===== src/hdl/sdq_pkg.sv =====
`default_nettype none
// ----------------------------------------------------------------------------
// sdq_pkg
// Shared constants, codes and types of the sorted double-ended queue.
// ----------------------------------------------------------------------------
package sdq_pkg;

    // sizing
    localparam int CAPACITY      = 64;
    localparam int KEY_WIDTH     = 64;
    localparam int PAYLOAD_WIDTH = 32;
    localparam int CNT_W         = $clog2(CAPACITY + 1);

    // lowest-entry tree geometry
    localparam int GROUP_SIZE = 8;
    localparam int NUM_GROUPS = (CAPACITY + GROUP_SIZE - 1) / GROUP_SIZE;

    // port field widths
    localparam int ACTION_W   = 2;
    localparam int STATUS_W   = 2;
    localparam int KEY_PORT_W = 64;
    localparam int PAY_PORT_W = 32;
    localparam int CNT_PORT_W = 7;

    // action codes
    localparam logic [ACTION_W-1:0] ACT_INSERT = 2'd0;
    localparam logic [ACTION_W-1:0] ACT_POP_HI = 2'd1;
    localparam logic [ACTION_W-1:0] ACT_POP_LO = 2'd2;
    localparam logic [ACTION_W-1:0] ACT_NOP    = 2'd3;

    // status codes
    localparam logic [STATUS_W-1:0] ST_OK    = 2'd0;
    localparam logic [STATUS_W-1:0] ST_DUP   = 2'd1;
    localparam logic [STATUS_W-1:0] ST_FULL  = 2'd2;
    localparam logic [STATUS_W-1:0] ST_EMPTY = 2'd3;

    // command broadcast to the cell row
    typedef enum logic [1:0] {
        CMD_NONE,
        CMD_INSERT,
        CMD_POP_HI,
        CMD_POP_LO
    } t_cmd;

    // sequencer states
    typedef enum logic [2:0] {
        S_IDLE,
        S_CMP,
        S_DEC,
        S_UPD,
        S_LOW1,
        S_LOW2,
        S_RES
    } t_state;

    // contents of one cell
    typedef struct packed {
        logic                     valid;
        logic [KEY_WIDTH-1:0]     key;
        logic [PAYLOAD_WIDTH-1:0] payload;
    } t_cell_data;

    // control broadcast to every cell
    typedef struct packed {
        logic                     cmp_en;
        t_cmd                     cmd;
        logic [KEY_WIDTH-1:0]     key;
        logic [PAYLOAD_WIDTH-1:0] payload;
    } t_cell_ctrl;

endpackage
`default_nettype wire


===== src/hdl/sdq_cell.sv =====
`default_nettype none
// ----------------------------------------------------------------------------
// sdq_cell
// One slot of the sorted row: holds an entry, compares it with the incoming
// key and shifts with its neighbors on insert and pop.
// ----------------------------------------------------------------------------
module sdq_cell (
    input  wire logic               i_clk,
    input  wire logic               i_rst_n,
    input  wire sdq_pkg::t_cell_ctrl i_ctrl,
    input  wire sdq_pkg::t_cell_data i_above,
    input  wire logic               i_above_gt,
    input  wire sdq_pkg::t_cell_data i_below,
    output sdq_pkg::t_cell_data     o_data,
    output logic                    o_gt,
    output logic                    o_eq,
    output logic                    o_last
);
    import sdq_pkg::*;

    logic                     r_valid, n_valid;
    logic [KEY_WIDTH-1:0]     r_key, n_key;
    logic [PAYLOAD_WIDTH-1:0] r_pay, n_pay;
    logic                     r_gt, r_eq;

    // next entry from the broadcast command
    always_comb begin
        n_valid = r_valid;
        n_key   = r_key;
        n_pay   = r_pay;
        case (i_ctrl.cmd)
            CMD_INSERT: begin
                if (!r_gt) begin
                    if (i_above_gt) begin
                        n_valid = 1'b1;
                        n_key   = i_ctrl.key;
                        n_pay   = i_ctrl.payload;
                    end else begin
                        n_valid = i_above.valid;
                        n_key   = i_above.key;
                        n_pay   = i_above.payload;
                    end
                end
            end
            CMD_POP_HI: begin
                n_valid = i_below.valid;
                n_key   = i_below.key;
                n_pay   = i_below.payload;
            end
            CMD_POP_LO: begin
                if (r_valid && !i_below.valid) begin
                    n_valid = 1'b0;
                end
            end
            default: begin
            end
        endcase
    end

    // occupancy
    always_ff @(posedge i_clk) begin
        if (!i_rst_n) begin
            r_valid <= 1'b0;
        end else begin
            r_valid <= n_valid;
        end
    end

    // entry storage and compare flags
    always_ff @(posedge i_clk) begin
        r_key <= n_key;
        r_pay <= n_pay;
        if (i_ctrl.cmp_en) begin
            r_gt <= r_valid && (r_key > i_ctrl.key);
            r_eq <= r_valid && (r_key == i_ctrl.key);
        end
    end

    assign o_data.valid   = r_valid;
    assign o_data.key     = r_key;
    assign o_data.payload = r_pay;
    assign o_gt           = r_gt;
    assign o_eq           = r_eq;
    assign o_last         = r_valid && !i_below.valid;

endmodule
`default_nettype wire


===== config.mk =====
export PLATFORM = sky130hd
export DESIGN_NAME = sdq_cell
export DESIGN_NICKNAME = d
export VERILOG_FILES = /design/src/hdl/sdq_pkg.sv /design/src/hdl/sdq_cell.sv
export SDC_FILE = /design/constraint.sdc
export NUM_CORES = 1
export LEC_CHECK = 0
export ABC_AREA = 0
export BUFFER_PORTS_ARGS = -buffer_cell sky130_fd_sc_hd__buf_2
export CELL_PAD_IN_SITES_DETAIL_PLACEMENT = 0
export CELL_PAD_IN_SITES_GLOBAL_PLACEMENT = 2
export CORE_MARGIN = 3
export CORE_UTILIZATION = 25
export CTS_CLUSTER_DIAMETER = 60
export DETAILED_ROUTE_END_ITERATION = 10
export PLACE_DENSITY = 0.9
export SYNTH_ARGS = -nofsm -noshare
export SYNTH_HDL_FRONTEND = slang
export SYNTH_SLANG_ARGS = --single-unit

===== constraint.sdc =====
create_clock -name i_clk -period 6.7 [get_ports i_clk]
set_input_delay 0.335 -clock i_clk [delete_from_list [all_inputs] [get_ports i_clk]]
set_output_delay 0.335 -clock i_clk [all_outputs]
set_load 0.1 [all_outputs]

==> key figures <==
Place
  • Gp weighted congestion: 0.880
  • Post-detail-place hpwl: 18900 um
  • IO Port Bufs: 395

Detailed routing
  • Total routed wirelength: 22900 um
  • Post-detailed-route count of antenna-violating nets: 0
  • DR vias/cell: 4.48
  • Routed vias: 6135
  • # DRC: 0
  • WL/cell: 16.7 um
  • Initial DRC Count: 176
  • Drt pass-1 iters: 4

Timing
  • RSZ-0062 raised after global routing: false
  • Final hold vios: 0
  • Fin crit share: 42.7%
  • Slew headroom: 40.8%
  • Worst Tran Pin Value: 888 ps
  • Final count of negative-setup-slack endpoints: 0
  • Period minus WS final: 2860 ps
  • Max Freq: 350 MHz
  • Setup Skew: 10.1 ps
  • Setup TNS: 0 ps
  • Slew Limit Fails: 0

Worst setup path
  • Most used cell, CP: buf_4
  • Crit-path cells: buf_2, nor2b_4, buf_4, o21bai_4, buf_4, buf_4
  • Critical Path End Type: register
  • Slowest cell on crit path: buf_4
  • WP data arrival: 2830 ps
  • Crit path launch: i_ctrl[97]
  • Max stage delay on crit path: 680 ps
  • WS Path Type: in2reg
  • Crit start category: input port
  • R2r startpoint: o_gt
  • CP Data Required Time: 6670 ps
  • CP Max Fanout: 95

Layout
  • Antenna Cells: 0
  • Area grow syn2layout: 39.4%
  • Final core utilization: 36.1%
  • Nets: 1395
  • Share of layout cells above drive strength 1: 40.7%
  • Fill count: 2712

Logic synthesis
  • Post-synthesis async set-or-reset flop share: 0%
  • Post-synth design cell area: 0.00661 mm2
  • Synth warn: 0
  • Post-synth top cells: nand2_1 (110), o21ai_0 (103), edfxtp_1 (98)
  • Most frequent cell after synthesis: nand2_1
  • Synth area leader: edfxtp_1
  • Synthesized net count: 1017
  • Post-synth top area share: 44.5%
  • Synth Instances: 657
  • Register area share after synthesis: 44.8%
  • Synth unique cells: 39
  • Most used DFF post-synth: edfxtp_1
  • Number of flops mapped to enable cells by yosys: 98
  • Most area-consuming cells after synthesis: edfxtp_1 (45%), mux2i_1 (15%), ha_1 (12%)
  • #FFs+latches synth: 99
  • Mean post-synth cell area: 10.1 um2

Power
  • NetSw: 822 uW
  • Cell Pwr Density: 222 mW/mm2
  • Register share of total power: 37.8%
  • Power share of the clock group: 26.2%
  • Int Power: 1230 uW
  • Sw Ratio: 40.1%
  • Gate power share: 35.9%
  • Leak pwr: 0.00459 uW
  • Maximum VDD drop: 0.118 mV

Global route
  • Largest net degree at the start of global routing: 100
  • First-pass GRT wire length: 34500 um
  • Initial antenna violation count: 0
  • Gr ovfl total: 0
  • Number of global-route vias before repair: 6321
  • GRT Util Overall: 15.4%

Worst hold path
  • Worst Hold Class: in2reg
  • Critical hold path startpoint: i_ctrl[98]

Clock tree
  • Clk_lat worst skew: 350 ps
  • CTS H-tree lvls: 3
  • CTS tree: done
  • Setup bufs post-CTS: 0
  • Clock Path Buffers: 2
  • CTS Buf Count: 9
  • Root Driver: clkbuf_16
  • Post-CTS Resized: 0
  • Sink Count: 99
  • Clock Pin Slew Worst Setup and Hold Paths: 70 ps
  • Cts-stage hold buffer count: 0

Job
  • Max cap viols: 0

Floorplanning
  • Core Area: 0.0255 mm2
  • Row count: 58
  • Initial Util: 25.9%
  • Chip width: 169 um
  • Die Ht: 169 um
  • Io pins: 396
  • Die ar.: 0.0284 mm2

Status
  • Outcome: completed
[per-stage QoR]
stage	instances	instance area, um2	power, uW	hold WS [ps]	setup WS, ps
2_1_floorplan	657	6610	1330	430	569
3_3_place_gp	1354	8920	1530	558	3450
3_5_place_dp	1354	8920	1530	569	3440
4_1_cts	1370	9210	2090	205	3810
5_1_grt	1370	9210	2160	214	3630
6_report	1370	9210	2050	226	3840
[critical path, delay by kind of cell]
family	cells	cell delay, ps
buffers and inverters	4	1930
and+or+nand+nor	1	150
AOI/OAI and AO/OA	1	250
[power groups by stage]
stage          Combinational [uW]  Clock [uW]  Sequential, uW
3_5_place_dp                  743           0             790
2_1_floorplan                 191           0            1140
5_1_grt                       790         588             781
6_report                      736         538             775
4_1_cts                       745         569             776
3_3_place_gp                  740           0             787
[kinds of logic after synthesis]
logic type	share of synthesized area (%)
simple gates	10.4
compound gates	12.2
flops	44.8
buf+inv	5.85
mux	14.5
fa+ha+maj	12.1
[path summary, 6_finish.rpt]
kind               end  cells after the start  slack (ps)
max          r_key[40]                      6        3840
min               o_gt                      1         230
max reg2reg  r_key[40]                      4        4230
min reg2reg    r_valid                      2         600
[sequential cells by signal (all words and copies together) (netlist names)]
name	count
o_eq	1
o_gt	1
r_key	64
r_pay	32
r_valid	1
[layer usage]
layer | part of all wire (%) | global-route usage (%) | wire [um]
met5 | 0 | 0 | 0
met4 | 2.4 | 4.84 | 557
met1 | 40 | 18.2 | 9140
met3 | 8.3 | 4.23 | 1910
met2 | 49 | 27.3 | 11300
[layout by cell type (no fill, tap or decap), drive strengths merged, types with 2 or more instances in the layout]
cell type,count
o21bai,2
nand4,9
buf,400
ha,64
o21ai,105
mux2i,96
and4,4
clkbuf,10
nor2b,2
a21o,4
nand2,112
inv,66
and2,2
nand2b,2
nor2,7
edfxtp,98
a221oi,2
o211ai,2
a211oi,3
nand3,5
nor4,3
a221o,2
a21oi,26
clkinv,4
[cell type report]
| class | count | area [um2] | area share, % |
|---|---|---|---|
| Multi-Input combinational cell | 460 | 3280 | 35.6 |
| Sequential cell | 99 | 2960 | 32.2 |
| Timing Repair Buffer | 400 | 2020 | 21.9 |
| Tap cell | 330 | 413 | 4.48 |
| Inverter | 65 | 244 | 2.65 |
| Clock buffer | 10 | 229 | 2.49 |
| Clock inverter | 6 | 65.1 | 0.706 |
Power figures use the tool's default switching activity.
